`src/rtl/core/dxt5_pkg.sv`:
```
// Shared types, constants and arithmetic helpers for the DXT5 block decoder.
// Depends on nothing; every module of the decoder imports it.

package dxt5_pkg;

  localparam int MaxImageEdge      = 4096;
  localparam int QueueDepthDefault = 2;

  localparam int CfgIdxW  = 2;
  localparam int CfgDataW = 13;
  localparam int CoordW   = 12;

  localparam logic [CfgDataW-1:0] ImageEdgeReset = 13'd4096;
  localparam logic [7:0]          AlphaOpaque    = 8'd255;
  localparam logic [7:0]          AlphaClear     = 8'd0;

  typedef enum logic [CfgIdxW-1:0] {
    RegImageWidth  = 2'd0,
    RegImageHeight = 2'd1
  } cfg_reg_e;

  // Image bounds as written through the configuration port.
  typedef struct packed {
    logic [CfgDataW-1:0] width;
    logic [CfgDataW-1:0] height;
  } bounds_t;

  // One decoded block as it travels from the front end to the back end.
  typedef struct packed {
    logic [CoordW-1:0] left;
    logic [CoordW-1:0] top;
    logic [15:0]       mask;
    logic [47:0]       alpha_idx;
    logic [31:0]       colour_idx;
    logic [7:0][7:0]   alpha_pal;
    logic [3:0][7:0]   red_pal;
    logic [3:0][7:0]   green_pal;
    logic [3:0][7:0]   blue_pal;
  } blk_t;

  // Truncating v*255/31, written as 8v + floor(7v/31).
  function automatic logic [7:0] widen5(logic [4:0] v);
    logic [2:0] f;
    f = 3'(v >= 5'd5) + 3'(v >= 5'd9) + 3'(v >= 5'd14) + 3'(v >= 5'd18)
      + 3'(v >= 5'd23) + 3'(v >= 5'd27) + 3'(v >= 5'd31);
    return {v, 3'b000} + {5'b00000, f};
  endfunction

  // Truncating v*255/63, written as 4v + floor(v/21).
  function automatic logic [7:0] widen6(logic [5:0] v);
    logic [1:0] f;
    f = 2'(v >= 6'd21) + 2'(v >= 6'd42) + 2'(v >= 6'd63);
    return {v, 2'b00} + {6'b000000, f};
  endfunction

  // Reciprocal multiplications; exact floors over the ranges the palettes produce.
  function automatic logic [7:0] div3(logic [9:0] x);
    logic [19:0] p;
    p = 20'(x) * 20'd683;
    return p[18:11];
  endfunction

  function automatic logic [7:0] div5(logic [10:0] x);
    logic [22:0] p;
    p = 23'(x) * 23'd3277;
    return p[21:14];
  endfunction

  function automatic logic [7:0] div7(logic [10:0] x);
    logic [22:0] p;
    p = 23'(x) * 23'd2341;
    return p[21:14];
  endfunction

endpackage

```
`src/rtl/core/dxt5_front.sv`:
```
// Front end of the DXT5 decoder: input register, endpoint and weighted-sum stage,
// and palette division feeding the block queue. Depends on dxt5_pkg.

module dxt5_front import dxt5_pkg::*; (
  input  logic                clk_i,
  input  logic                rst_ni,
  input  bounds_t             bounds_i,
  input  logic                in_valid_i,
  output logic                in_stall_o,
  input  logic [63:0]         alpha_half_i,
  input  logic [63:0]         colour_half_i,
  input  logic [CoordW-1:0]   block_left_i,
  input  logic [CoordW-1:0]   block_top_i,
  output logic                q_push_o,
  output blk_t                q_wdata_o,
  input  logic                q_full_i
);

  // Stage A: raw block.
  logic              a_valid_q, a_valid_d;
  logic [63:0]       a_alpha_q, a_colour_q;
  logic [CoordW-1:0] a_left_q, a_top_q;

  // Stage B: widened endpoints, weighted sums and the in-bounds mask.
  logic                  b_valid_q, b_valid_d;
  logic [CoordW-1:0]     b_left_q, b_top_q;
  logic [15:0]           b_mask_q;
  logic [47:0]           b_aidx_q;
  logic [31:0]           b_cidx_q;
  logic [7:0]            b_a0_q, b_a1_q;
  logic                  b_mode7_q;
  logic [5:0][10:0]      b_asum_q;
  logic [2:0][1:0][7:0]  b_ep_q;
  logic [2:0][1:0][9:0]  b_cs_q;

  logic                  ready_a, ready_b;
  logic                  load_a, load_b;

  logic [15:0]           mask_d;
  logic [3:0]            col_ok, row_ok;
  logic [CfgDataW-1:0]   col_pos, row_pos;
  logic [7:0]            a0, a1;
  logic                  mode7;
  logic [5:0][10:0]      asum_d;
  logic [2:0][1:0][7:0]  ep_d;
  logic [2:0][1:0][9:0]  cs_d;
  logic [15:0]           c0, c1;

  assign ready_b    = !b_valid_q || !q_full_i;
  assign ready_a    = !a_valid_q || ready_b;
  assign in_stall_o = !ready_a;
  assign load_a     = in_valid_i && ready_a;
  assign load_b     = a_valid_q && ready_b;

  always_comb begin
    a_valid_d = ready_a ? in_valid_i : a_valid_q;
    b_valid_d = ready_b ? a_valid_q : b_valid_q;
  end

  always_ff @(posedge clk_i or negedge rst_ni) begin
    if (!rst_ni) begin
      a_valid_q <= 1'b0;
      b_valid_q <= 1'b0;
    end else begin
      a_valid_q <= a_valid_d;
      b_valid_q <= b_valid_d;
    end
  end

  always_ff @(posedge clk_i) begin
    if (load_a) begin
      a_alpha_q  <= alpha_half_i;
      a_colour_q <= colour_half_i;
      a_left_q   <= block_left_i;
      a_top_q    <= block_top_i;
    end
  end

  // Stage A to B logic.
  always_comb begin
    for (int j = 0; j < 4; j++) begin
      col_pos   = {1'b0, a_left_q} + CfgDataW'(j);
      row_pos   = {1'b0, a_top_q} + CfgDataW'(j);
      col_ok[j] = (col_pos < bounds_i.width) && (32'(col_pos) < 32'(MaxImageEdge));
      row_ok[j] = (row_pos < bounds_i.height) && (32'(row_pos) < 32'(MaxImageEdge));
    end
    for (int k = 0; k < 16; k++) begin
      mask_d[k] = row_ok[k / 4] && col_ok[k % 4];
    end

    a0    = a_alpha_q[7:0];
    a1    = a_alpha_q[15:8];
    mode7 = a0 > a1;
    for (int c = 2; c < 8; c++) begin
      if (mode7) begin
        asum_d[c-2] = 11'(8 - c) * {3'b000, a0} + 11'(c - 1) * {3'b000, a1};
      end else if (c < 6) begin
        asum_d[c-2] = 11'(6 - c) * {3'b000, a0} + 11'(c - 1) * {3'b000, a1};
      end else begin
        asum_d[c-2] = '0;
      end
    end

    c0 = a_colour_q[15:0];
    c1 = a_colour_q[31:16];
    ep_d[0][0] = widen5(c0[15:11]);
    ep_d[0][1] = widen5(c1[15:11]);
    ep_d[1][0] = widen6(c0[10:5]);
    ep_d[1][1] = widen6(c1[10:5]);
    ep_d[2][0] = widen5(c0[4:0]);
    ep_d[2][1] = widen5(c1[4:0]);
    for (int ch = 0; ch < 3; ch++) begin
      cs_d[ch][0] = {1'b0, ep_d[ch][0], 1'b0} + {2'b00, ep_d[ch][1]};
      cs_d[ch][1] = {2'b00, ep_d[ch][0]} + {1'b0, ep_d[ch][1], 1'b0};
    end
  end

  always_ff @(posedge clk_i) begin
    if (load_b) begin
      b_left_q  <= a_left_q;
      b_top_q   <= a_top_q;
      b_mask_q  <= mask_d;
      b_aidx_q  <= a_alpha_q[63:16];
      b_cidx_q  <= a_colour_q[63:32];
      b_a0_q    <= a0;
      b_a1_q    <= a1;
      b_mode7_q <= mode7;
      b_asum_q  <= asum_d;
      b_ep_q    <= ep_d;
      b_cs_q    <= cs_d;
    end
  end

  // Stage B to queue: palette divisions.
  always_comb begin
    q_wdata_o            = '0;
    q_wdata_o.left       = b_left_q;
    q_wdata_o.top        = b_top_q;
    q_wdata_o.mask       = b_mask_q;
    q_wdata_o.alpha_idx  = b_aidx_q;
    q_wdata_o.colour_idx = b_cidx_q;
    q_wdata_o.alpha_pal[0] = b_a0_q;
    q_wdata_o.alpha_pal[1] = b_a1_q;
    for (int c = 2; c < 8; c++) begin
      if (b_mode7_q) begin
        q_wdata_o.alpha_pal[c] = div7(b_asum_q[c-2]);
      end else if (c == 6) begin
        q_wdata_o.alpha_pal[c] = AlphaClear;
      end else if (c == 7) begin
        q_wdata_o.alpha_pal[c] = AlphaOpaque;
      end else begin
        q_wdata_o.alpha_pal[c] = div5(b_asum_q[c-2]);
      end
    end
    q_wdata_o.red_pal   = {div3(b_cs_q[0][1]), div3(b_cs_q[0][0]), b_ep_q[0][1], b_ep_q[0][0]};
    q_wdata_o.green_pal = {div3(b_cs_q[1][1]), div3(b_cs_q[1][0]), b_ep_q[1][1], b_ep_q[1][0]};
    q_wdata_o.blue_pal  = {div3(b_cs_q[2][1]), div3(b_cs_q[2][0]), b_ep_q[2][1], b_ep_q[2][0]};
  end

  assign q_push_o = b_valid_q && !q_full_i;

endmodule

```
`src/rtl/core/dxt5_queue.sv`:
```
// Short register queue of decoded blocks between the decoder's front and back ends.
// Depends on dxt5_pkg for the block record type.

module dxt5_queue import dxt5_pkg::*; #(
  parameter int Depth = QueueDepthDefault
) (
  input  logic clk_i,
  input  logic rst_ni,
  input  logic push_i,
  input  blk_t wdata_i,
  output logic full_o,
  input  logic pop_i,
  output blk_t rdata_o,
  output logic empty_o
);

  localparam int PtrW = (Depth > 1) ? $clog2(Depth) : 1;
  localparam int CntW = $clog2(Depth + 1);

  blk_t            mem_q [Depth];
  logic [PtrW-1:0] wr_ptr_q, wr_ptr_d, rd_ptr_q, rd_ptr_d;
  logic [CntW-1:0] count_q, count_d;

  assign full_o  = count_q == CntW'(Depth);
  assign empty_o = count_q == '0;
  assign rdata_o = mem_q[rd_ptr_q];

  always_comb begin
    wr_ptr_d = wr_ptr_q;
    rd_ptr_d = rd_ptr_q;
    count_d  = count_q;
    if (push_i) begin
      wr_ptr_d = (wr_ptr_q == PtrW'(Depth - 1)) ? '0 : wr_ptr_q + 1'b1;
    end
    if (pop_i) begin
      rd_ptr_d = (rd_ptr_q == PtrW'(Depth - 1)) ? '0 : rd_ptr_q + 1'b1;
    end
    if (push_i && !pop_i) begin
      count_d = count_q + 1'b1;
    end else if (pop_i && !push_i) begin
      count_d = count_q - 1'b1;
    end
  end

  always_ff @(posedge clk_i or negedge rst_ni) begin
    if (!rst_ni) begin
      wr_ptr_q <= '0;
      rd_ptr_q <= '0;
      count_q  <= '0;
    end else begin
      wr_ptr_q <= wr_ptr_d;
      rd_ptr_q <= rd_ptr_d;
      count_q  <= count_d;
    end
  end

  always_ff @(posedge clk_i) begin
    if (push_i) begin
      mem_q[wr_ptr_q] <= wdata_i;
    end
  end

  assert property (@(posedge clk_i) disable iff (!rst_ni) count_q <= CntW'(Depth))
    else $error("queue count exceeds its depth");
  assert property (@(posedge clk_i) disable iff (!rst_ni) push_i |-> !full_o)
    else $error("push into a full queue");
  assert property (@(posedge clk_i) disable iff (!rst_ni) pop_i |-> !empty_o)
    else $error("pop from an empty queue");

endmodule

```
`src/rtl/core/dxt5_back.sv`:
```
// Back end of the DXT5 decoder: walks the in-bounds pixels of the block at the
// queue head, one per cycle while the output is not stalled, into the output register. Depends on dxt5_pkg.

module dxt5_back import dxt5_pkg::*; (
  input  logic              clk_i,
  input  logic              rst_ni,
  input  blk_t              head_i,
  input  logic              q_empty_i,
  output logic              q_pop_o,
  output logic              out_valid_o,
  input  logic              out_stall_i,
  output logic [CoordW-1:0] pixel_col_o,
  output logic [CoordW-1:0] pixel_row_o,
  output logic [7:0]        red_o,
  output logic [7:0]        green_o,
  output logic [7:0]        blue_o,
  output logic [7:0]        opacity_o,
  output logic              final_pixel_o
);

  logic              fresh_q, fresh_d;
  logic [15:0]       rem_q, rem_d;
  logic              out_valid_q, out_valid_d;
  logic [CoordW-1:0] col_q, row_q;
  logic [7:0]        red_q, green_q, blue_q, alpha_q;
  logic              final_q;

  logic [15:0]       cur;
  logic [15:0]       pick_bit;
  logic [15:0]       rest;
  logic [3:0]        pick;
  logic              out_free;
  logic              emit;
  logic [2:0]        acode;
  logic [1:0]        ccode;

  // A block's mask is taken straight from the queue head on its first cycle, so
  // consecutive blocks follow each other without a gap.
  assign cur      = fresh_q ? head_i.mask : rem_q;
  assign out_free = !out_valid_q || !out_stall_i;

  always_comb begin
    pick = '0;
    for (int k = 15; k >= 0; k--) begin
      if (cur[k]) begin
        pick = 4'(k);
      end
    end
    pick_bit = 16'b1 << pick;
    rest     = cur & ~pick_bit;
    acode    = head_i.alpha_idx[3*pick +: 3];
    ccode    = head_i.colour_idx[2*pick +: 2];
  end

  always_comb begin
    emit        = 1'b0;
    q_pop_o     = 1'b0;
    fresh_d     = fresh_q;
    rem_d       = rem_q;
    out_valid_d = out_free ? 1'b0 : out_valid_q;
    if (!q_empty_i) begin
      if (cur == '0) begin
        q_pop_o = 1'b1;
        fresh_d = 1'b1;
      end else if (out_free) begin
        emit        = 1'b1;
        out_valid_d = 1'b1;
        if (rest == '0) begin
          q_pop_o = 1'b1;
          fresh_d = 1'b1;
        end else begin
          fresh_d = 1'b0;
          rem_d   = rest;
        end
      end
    end
  end

  always_ff @(posedge clk_i or negedge rst_ni) begin
    if (!rst_ni) begin
      fresh_q     <= 1'b1;
      rem_q       <= '0;
      out_valid_q <= 1'b0;
    end else begin
      fresh_q     <= fresh_d;
      rem_q       <= rem_d;
      out_valid_q <= out_valid_d;
    end
  end

  always_ff @(posedge clk_i) begin
    if (emit) begin
      col_q   <= head_i.left + {{(CoordW-2){1'b0}}, pick[1:0]};
      row_q   <= head_i.top + {{(CoordW-2){1'b0}}, pick[3:2]};
      red_q   <= head_i.red_pal[ccode];
      green_q <= head_i.green_pal[ccode];
      blue_q  <= head_i.blue_pal[ccode];
      alpha_q <= head_i.alpha_pal[acode];
      final_q <= rest == '0;
    end
  end

  assign out_valid_o   = out_valid_q;
  assign pixel_col_o   = col_q;
  assign pixel_row_o   = row_q;
  assign red_o         = red_q;
  assign green_o       = green_q;
  assign blue_o        = blue_q;
  assign opacity_o     = alpha_q;
  assign final_pixel_o = final_q;

  assert property (@(posedge clk_i) disable iff (!rst_ni) !fresh_q |-> rem_q != '0)
    else $error("block in progress with no pixels left");
  assert property (@(posedge clk_i) disable iff (!rst_ni) emit |-> $onehot(pick_bit & cur))
    else $error("emitted pixel is not pending");
  assert property (@(posedge clk_i) disable iff (!rst_ni) (emit && rest == '0) |-> q_pop_o)
    else $error("last pixel of a block did not release the queue entry");

endmodule

```
`src/rtl/core/dxt5_block_decoder_core.sv`:
```
// Top level of the DXT5 (BC3) block decoder: configuration registers and the
// front end, block queue and back end. Depends on dxt5_pkg and its submodules.

// Each accepted 16-byte block yields its in-bounds pixels in row order, one per
// cycle while the output is not stalled, with the last one flagged by
// final_pixel_o. The back end's pixel walker sets the sustained rate: it takes up
// the next block only once the visible pixels of the last one are out, and it
// releases a block that lies wholly outside the image without emitting a pixel.
// On its way to the first pixel a block passes the input register, sum stage,
// queue and output register. The queue holds QUEUE_DEPTH decoded blocks, so
// input keeps flowing while the output stalls, until the queue fills.
// Write image_width and image_height only while the decoder is idle.

module dxt5_block_decoder_core import dxt5_pkg::*; #(
  parameter int QUEUE_DEPTH = QueueDepthDefault
) (
  input  logic                clk_i,
  input  logic                rst_ni,
  input  logic                cfg_we_i,
  input  logic [CfgIdxW-1:0]  cfg_index_i,
  input  logic [CfgDataW-1:0] cfg_wdata_i,
  input  logic                in_valid_i,
  output logic                in_stall_o,
  input  logic [63:0]         alpha_half_i,
  input  logic [63:0]         colour_half_i,
  input  logic [CoordW-1:0]   block_left_i,
  input  logic [CoordW-1:0]   block_top_i,
  output logic                out_valid_o,
  input  logic                out_stall_i,
  output logic [CoordW-1:0]   pixel_col_o,
  output logic [CoordW-1:0]   pixel_row_o,
  output logic [7:0]          red_o,
  output logic [7:0]          green_o,
  output logic [7:0]          blue_o,
  output logic [7:0]          opacity_o,
  output logic                final_pixel_o
);

  bounds_t bounds_q, bounds_d;
  logic    q_push, q_full, q_pop, q_empty;
  blk_t    q_wdata, q_rdata;

  always_comb begin
    bounds_d = bounds_q;
    if (cfg_we_i) begin
      case (cfg_index_i)
        RegImageWidth:  bounds_d.width  = cfg_wdata_i;
        RegImageHeight: bounds_d.height = cfg_wdata_i;
        default:        bounds_d = bounds_q;
      endcase
    end
  end

  always_ff @(posedge clk_i or negedge rst_ni) begin
    if (!rst_ni) begin
      bounds_q.width  <= ImageEdgeReset;
      bounds_q.height <= ImageEdgeReset;
    end else begin
      bounds_q <= bounds_d;
    end
  end

  dxt5_front u_front (
    .clk_i         (clk_i),
    .rst_ni        (rst_ni),
    .bounds_i      (bounds_q),
    .in_valid_i    (in_valid_i),
    .in_stall_o    (in_stall_o),
    .alpha_half_i  (alpha_half_i),
    .colour_half_i (colour_half_i),
    .block_left_i  (block_left_i),
    .block_top_i   (block_top_i),
    .q_push_o      (q_push),
    .q_wdata_o     (q_wdata),
    .q_full_i      (q_full)
  );

  dxt5_queue #(
    .Depth (QUEUE_DEPTH)
  ) u_queue (
    .clk_i   (clk_i),
    .rst_ni  (rst_ni),
    .push_i  (q_push),
    .wdata_i (q_wdata),
    .full_o  (q_full),
    .pop_i   (q_pop),
    .rdata_o (q_rdata),
    .empty_o (q_empty)
  );

  dxt5_back u_back (
    .clk_i         (clk_i),
    .rst_ni        (rst_ni),
    .head_i        (q_rdata),
    .q_empty_i     (q_empty),
    .q_pop_o       (q_pop),
    .out_valid_o   (out_valid_o),
    .out_stall_i   (out_stall_i),
    .pixel_col_o   (pixel_col_o),
    .pixel_row_o   (pixel_row_o),
    .red_o         (red_o),
    .green_o       (green_o),
    .blue_o        (blue_o),
    .opacity_o     (opacity_o),
    .final_pixel_o (final_pixel_o)
  );

endmodule
```
`config.mk`:
```
export PLATFORM = sky130hd
export DESIGN_NAME = dxt5_block_decoder_core
export DESIGN_NICKNAME = d
export VERILOG_FILES = /design/src/rtl/core/dxt5_pkg.sv /design/src/rtl/core/dxt5_front.sv /design/src/rtl/core/dxt5_queue.sv /design/src/rtl/core/dxt5_back.sv /design/src/rtl/core/dxt5_block_decoder_core.sv
export SDC_FILE = /design/constraint.sdc
export NUM_CORES = 2
export LEC_CHECK = 0
export BUFFER_PORTS_ARGS = -buffer_cell sky130_fd_sc_hd__buf_4
export CAP_MARGIN = 20
export CORE_MARGIN = 10
export CORE_UTILIZATION = 55
export DETAILED_ROUTE_END_ITERATION = 10
export PLACE_DENSITY = 0.76
export SLEW_MARGIN = 25
export SYNTH_ARGS = -nofsm -noshare
export SYNTH_HDL_FRONTEND = slang
export SYNTH_SLANG_ARGS = --single-unit
```
`constraint.sdc`:
```
create_clock -name clk_i -period 18.15 [get_ports clk_i]
set_clock_uncertainty 0.1 [all_clocks]
set_input_delay 1.815 -clock clk_i [delete_from_list [all_inputs] [get_ports clk_i]]
set_output_delay 1.815 -clock clk_i [all_outputs]
set_load 0.01 [all_outputs]
```
== Yosys cells after proc, flatten, opt, wreduce, memory -nomap -nowiden ==
Memory sizes are Yosys's and may differ from the RTL's.
Index checks and enable logic that the tools add are counted.
Word-level totals
  flip-flop bits (word level): 570
  bits in writable memories: 560
  bits of input ports: 172
  memories: 1
Memory list
  u_queue.mem_q: words 2, width 280, read ports 1, clocked after memory_dff 0, wr ports 1, RTL line dxt5_queue.sv:20  | blk_t mem_q [Depth];
Operators by class
  $add $sub $neg: 62
  $mul: 23
  order comparisons: 53
  equal/unequal tests: 2
  shifts and indexed selects: 3
  muxes and demuxes: 54
  bitwise logic cells: 5
  reduce and logical (&&, ||, !) cells: 50
Operators by type and width (number)
  11-bit by 12-bit multiplier with 22-bit output (second input constant): 10
  10-bit by 10-bit multiplier with 19-bit output (second input constant): 6
  5-bit greater-or-equal comparator (second input constant): 16
  8-bit 2-to-1 mux: 10
  13-bit < comparator: 6
  13-bit < comparator (second input constant): 6
  4-bit 2-to-1 mux: 16
  3-bit by 1-bit adder with 3-bit output: 20
  12-bit by 2-bit adder with 13-bit output (second input constant): 4
  8-bit binary-select mux with 2-bit select: 3
  48-bit by 7-bit variable part select with 3-bit output: 1
  11-bit 2-to-1 mux: 4
  5-bit by 4-bit greater-or-equal comparator with 1-bit output (second input constant): 8
  2-bit by 8-bit multiplier with 10-bit output (first input constant): 4
  8-bit by 3-bit adder with 8-bit output: 4
  16-bit logical NOT: 2
  32-bit by 6-bit variable part select with 2-bit output: 1
  8-bit by 9-bit adder with 10-bit output: 3
  9-bit by 8-bit adder with 10-bit output: 3
  1-bit logical AND: 29
  12-bit by 1-bit adder with 13-bit output (second input constant): 2
  12-bit by 13-bit < comparator with 1-bit output: 2
  12-bit by 13-bit < comparator with 1-bit output (second input constant): 2
  12-bit by 2-bit adder with 12-bit output: 2
  39 further kinds: 88

== Depth between registers and ports, before layout ==
An unclocked memory read counts as a cell.
  word-level depth: 29
  depth in mapped cells: 22
  gate-level depth less buffers: 21

== Modules after synthesis ==
From an unflattened synthesis, not the netlist that was laid out.
Second synthesis, totals
  cells, all modules: 6048
  area total of the unflattened synthesis: 77419.3 um^2
Modules (own cells, without submodules)
  dxt5_front: instances 1, cells each 4598, area an instance 49995.4 um^2, sequential area each 13653.1 um^2
  dxt5_queue: instances 1, cells each 887, area an instance 20738.6 um^2, sequential area each 16916.2 um^2
  dxt5_back: instances 1, cells each 507, area an instance 5677.9 um^2, sequential area each 2163.3 um^2
  dxt5_block_decoder_core: instances 1, cells each 56, area an instance 1007.2 um^2, sequential area each 653.1 um^2

== Worst setup path before layout ==
OpenSTA, ideal clock, no wires.
  path kind: reg2reg
  start point: reg u_queue.count_q[0]
  end point: mem u_queue.mem_q[0][0] (netlist bit) (enable)
  library setup time: 0.926 ns
  arrival: 12.351 ns
  data required time: 17.124 ns
  slack: 4.773 ns
  cell stages (with the launch flop): 5
  path buffers: 1
  cell sequence: dfrtp_1 > clkbuf_1 > nand2b_1 > nand2_1 > nor2_1
On the way
  cells in the longest elaborated chain, start to end: 5
Ends and longest elaborated chain
  start: declaration: RTL line dxt5_queue.sv:22  | logic [CntW-1:0] count_q, count_d;
  start signal: assignment: RTL line dxt5_queue.sv:53  | count_q <= count_d;
  2-bit == test: RTL line dxt5_queue.sv:24  | assign full_o = count_q == CntW'(Depth);
  1-bit logical NOT: RTL line dxt5_front.sv:160  | assign q_push_o = b_valid_q && !q_full_i;
  1-bit logical AND: RTL line dxt5_front.sv:160
  1-bit 2-to-1 mux: RTL line dxt5_queue.sv:58  | if (push_i) begin
  1-bit 2-to-1 mux (not written as such): RTL line dxt5_queue.sv:59  | mem_q[wr_ptr_q] <= wdata_i;
  end: declaration: RTL line dxt5_queue.sv:20
Every way passes these cells.

== Final worst setup path ==
  start point: reg u_queue.rd_ptr_q
  end point: reg u_back.alpha_q[6], in the netlist u_back.opacity_o[6] (data pin)
On the way
  cells in the longest elaborated chain, start to end: 22
Ends and longest elaborated chain
  start: declaration: RTL line dxt5_queue.sv:21  | logic [PtrW-1:0] wr_ptr_q, wr_ptr_d, rd_ptr_q, rd_ptr_d;
  start signal: assignment: RTL line dxt5_queue.sv:52  | rd_ptr_q <= rd_ptr_d;
  memory read 2 x 280 bit (*)
  16-bit 2-to-1 mux: RTL line dxt5_back.sv:39  | assign cur = fresh_q ? head_i.mask : rem_q;
  4-bit 2-to-1 mux (16 in series): RTL line dxt5_back.sv:45  | if (cur[k]) begin
  2-bit by 4-bit multiplier with 6-bit output: RTL line dxt5_back.sv:51  | acode = head_i.alpha_idx[3*pick +: 3];
  48-bit by 7-bit variable part select with 3-bit output: RTL line dxt5_back.sv:51
  8-bit binary-select mux with 3-bit select (*): RTL line dxt5_back.sv:98  | alpha_q <= head_i.alpha_pal[acode];
  8-bit 2-to-1 mux (not written as such) (*): RTL line dxt5_back.sv:98
  end signal: assignment: RTL line dxt5_back.sv:98
  end: declaration: RTL line dxt5_back.sv:25  | logic [7:0] red_q, green_q, blue_q, alpha_q;
Every way passes the cells marked *; elsewhere a longest branch is shown, timed or not. The select of a mux whose other input is x is not followed.
A chain may end at the register's enable or synchronous reset.

==> results by group <==
Logic synthesis
  – Cells after Synth: 5,880
  – Cell accounting for the most synthesized area: edfxtp_1
  – Ys Warns: 0
  – Yosys reg bits: around 1,100
  – Sequential share of the synthesized area: 0.440
  – Most common cell in the netlist: ha_1
  – Cell Area, Synth: about 76,000 sq um
  – Top cells by area, synth: edfxtp_1 42%, ha_1 20%, fa_1 10%
  – Number of flops mapped to enable cells by yosys: ~1,100
  – Post-synth top cells: 1,228 x ha_1, 1,070 x edfxtp_1, 935 x inv_1
  – Syn avg cell area: 12.9 sq um
  – Net Count, Synth: around 7,700
  – Synth cell types: a little under 90
  – Synth async-reset ratio: 0.0446
  – Synth Flop Type: edfxtp_1
  – Post-synth top area share: 0.424

Timing
  – Rel. slew slack: 0.298
  – Crit path time final: ~6 ns
  – Period utilization: 0.337
  – RSZ-0062 raised after global routing: false
  – Achievable Freq: 163 MHz
  – Final hold vios: 0
  – Slew Limit Fails: 0
  – Setup_tns: 0 ns
  – Slew at the pin closest to its max-slew limit: roughly 1.1 ns
  – Final setup fails: 0

Die
  – Overall die width: ~400 um
  – Die area: ~150,000 sq um
  – Row cnt: between 100 and 150
  – Core Region: about 140,000 sq um
  – Ports: 231
  – Die Y-Extent: just under 400 um
  – Initial Utilization: 0.553

Critical path
  – Worst-path maximum fanout: 111
  – WP data arrival: approximately 6.4 ns
  – Largest stage delay on the critical path: 0.81 ns
  – Worst setup SP type: flip-flop
  – CP Cell Sequence: buf_12 -> mux2_4 -> mux2i_2 -> o211ai_1 -> a221oi_2 -> o211ai_2 -> a21oi_4 -> a221oi_1 -> a22oi_1 -> nand3_1 -> nand2_4 -> mux4_2 -> a22oi_2 -> o211ai_2
  – Worst path slowest cell: dfrtp_4
  – Critical path class: reg2reg
  – Req. time, crit path: 18.47 ns
  – Cell mode on critical path: o211ai_2
  – Crit end category: flip-flop

Clocking
  – Hold_buf cts: 0
  – Clock Path Buffers: 3
  – Post-cts sizing count: 0
  – CTS tree: built
  – Post-CTS setup buffer count: 0
  – Worst-Skew Late Latency: around 0.75 ns
  – Clock Pin Slew Worst Setup and Hold Paths: around 0.06 ns
  – Clock sink total: 1,120
  – Clk root buf: clkbuf_16
  – Cts bufs inserted: around 110
  – H-tree lvl count: 3

Drt
  – Top layer in use: met5
  – TritonRoute pass-1 iters: 6
  – Antenna-violating nets left: 0
  – Vias/cell: 5.55
  – Met1 wire length: between 70,000 and 80,000 um
  – 1st-iter DRT viols: 2,657
  – Total number of vias: about 45,000
  – Average wire per standard cell: slightly above 20 um
  – Met2 wire length: ~79,000 um
  – Routed wire length: around 160,000 um
  – DR DRC count: 0
  – Metal3 WL: approximately 7100 um

Place
  – HPWL after DPL: approximately 120,000 um
  – Final RePlAce weighted congestion: 0.865
  – Number of port buffers: between 200 and 250

Worst hold path
  – Worst Hold Class: reg2reg

GRT
  – Initial antenna violation count: 3
  – Gr usage total: 0.214
  – First-pass GRT wire length: ~260,000 um
  – Largest net degree at the start of global routing: 163
  – Gr ovfl total: 0
  – Number of global-route vias before repair: 46,962

Finish
  – Synthesis-to-layout area growth: 9.99%
  – Final-stage net count: approximately 7,900
  – Fillers: ~10,000
  – Share of layout cells above drive strength 1: 0.0973
  – Area of the multi-input gates: 38,400 sq um
  – Sequential cell area: 33,400 sq um

Status
  – Status: completed

Flow run
  – Max cap viols: 0
[registers in the layout (all words and copies together), names as in the netlist, 16 cells and up, named ones only]
register	flops
u_front.a_colour_q	64
u_front.b_cidx_q	32
u_front.b_mask_q	16
bounds_q	26
u_front.q_wdata_o	42
u_front.b_cs_q	60
u_back.rem_q	16
u_front.b_asum_q	64
u_queue.mem_q	560
u_front.a_alpha_q	64
u_front.b_aidx_q	48
[metrics by stage]
step           utilization  cell area [sq um]  setup WS [ns]  hold WS (ns)  cells
2_1_floorplan            -              75800           4.77         0.300   5880
3_3_place_gp         0.580              79500          12.19         0.303   7833
3_5_place_dp         0.580              79500          12.05         0.305   7833
4_1_cts              0.608              83300          11.98         0.298   8044
5_1_grt              0.608              83400          11.65         0.311   8045
6_report             0.608              83400          12.03         0.315   8047
[final timing paths]
| check | from | to | slack [ns] | cells after the start |
|---|---|---|---|---|
| max in group asynchronous | rst_ni | u_queue.rd_ptr_q$_DFFE_PN0P_ | 16.40 | 1 |
| worst min-delay path | u_front.b_mask_q[5]$_DFFE_PP_ | u_queue.mem_q[1][245]$_DFFE_PP_ | 0.32 | 0 |
| min in group asynchronous | rst_ni | u_back.rem_q[6]$_DFFE_PN0P_ | 0.98 | 1 |
| worst max-delay path | u_queue.rd_ptr_q$_DFFE_PN0P_ | u_back.opacity_o[6]$_DFFE_PP_ | 12.03 | 14 |
| worst max register to register | u_queue.rd_ptr_q$_DFFE_PN0P_ | u_back.opacity_o[6]$_DFFE_PP_ | 12.03 | 14 |
| worst min register to register | u_front.b_mask_q[5]$_DFFE_PP_ | u_queue.mem_q[1][245]$_DFFE_PP_ | 0.32 | 0 |
[metal layers]
layer  GRT usage  vias up
met1       0.291    22223
li1            -    21343
met4      0.0500        2
met3      0.0264      186
met2       0.366      917
met5           0        -
[logic make-up after synthesis]
kind of cell | after synthesis | synth area share
adder cells (fa/ha/maj) | 1613 | 0.304
multiplexers | 323 | 0.0526
AND/OR/NAND/NOR | 702 | 0.0450
AO/OA/AOI/OAI | 760 | 0.0661
flip-flops | 1120 | 0.440
buffers and inverters | 1034 | 0.0537
XOR/XNOR | 328 | 0.0379
[critical path: cells and delay by family (launching register included)]
kind | cells | cell delay (ns)
mux | 3 | 1.22
simple gates | 2 | 0.71
flops | 1 | 0.81
compound gates | 8 | 2.18
buf+inv | 1 | 0.65
[area by class of cell]
| class | count | area share |
|---|---|---|
| flip-flops and latches | 1120 | 0.400 |
| clock inverters | 77 | 0.0107 |
| diodes | 2 | 0.0000600 |
| multi-input cells | 3726 | 0.461 |
| inverters | 937 | 0.0422 |
| clock buffers | 134 | 0.0353 |
| well taps | 1794 | 0.0269 |
| repair buffers | 257 | 0.0238 |
[layout by cell type, fill, tap and decap left out, types with 12 or more instances in the layout]
cell        instances
clkinv_2           20
a21o_1            139
clkinv_1           14
a221oi_1           18
mux4_2             52
or3_1              21
inv_1             935
nand2b_1           35
dfrtp_1            46
bufinv_16          12
nand3_1            62
a21oi_1           244
nor2_1            217
ha_1             1228
xnor2_1           235
xor2_1             93
and3_1             21
buf_4             252
nor2b_1            66
mux2i_1           205
o21ai_0           120
nor3_1             63
edfxtp_1         1070
fa_1              385
o21bai_1           72
nand2_1           142
clkbuf_16         114
o21a_1             29
mux2_2             54
clkinvlp_4         13
clkbuf_1           18
nand4_1            16
and2_1             14
Power is left out: the tool's default activity adds up to more than one toggle a clock period on the data nets, which glitch-free logic cannot reach.
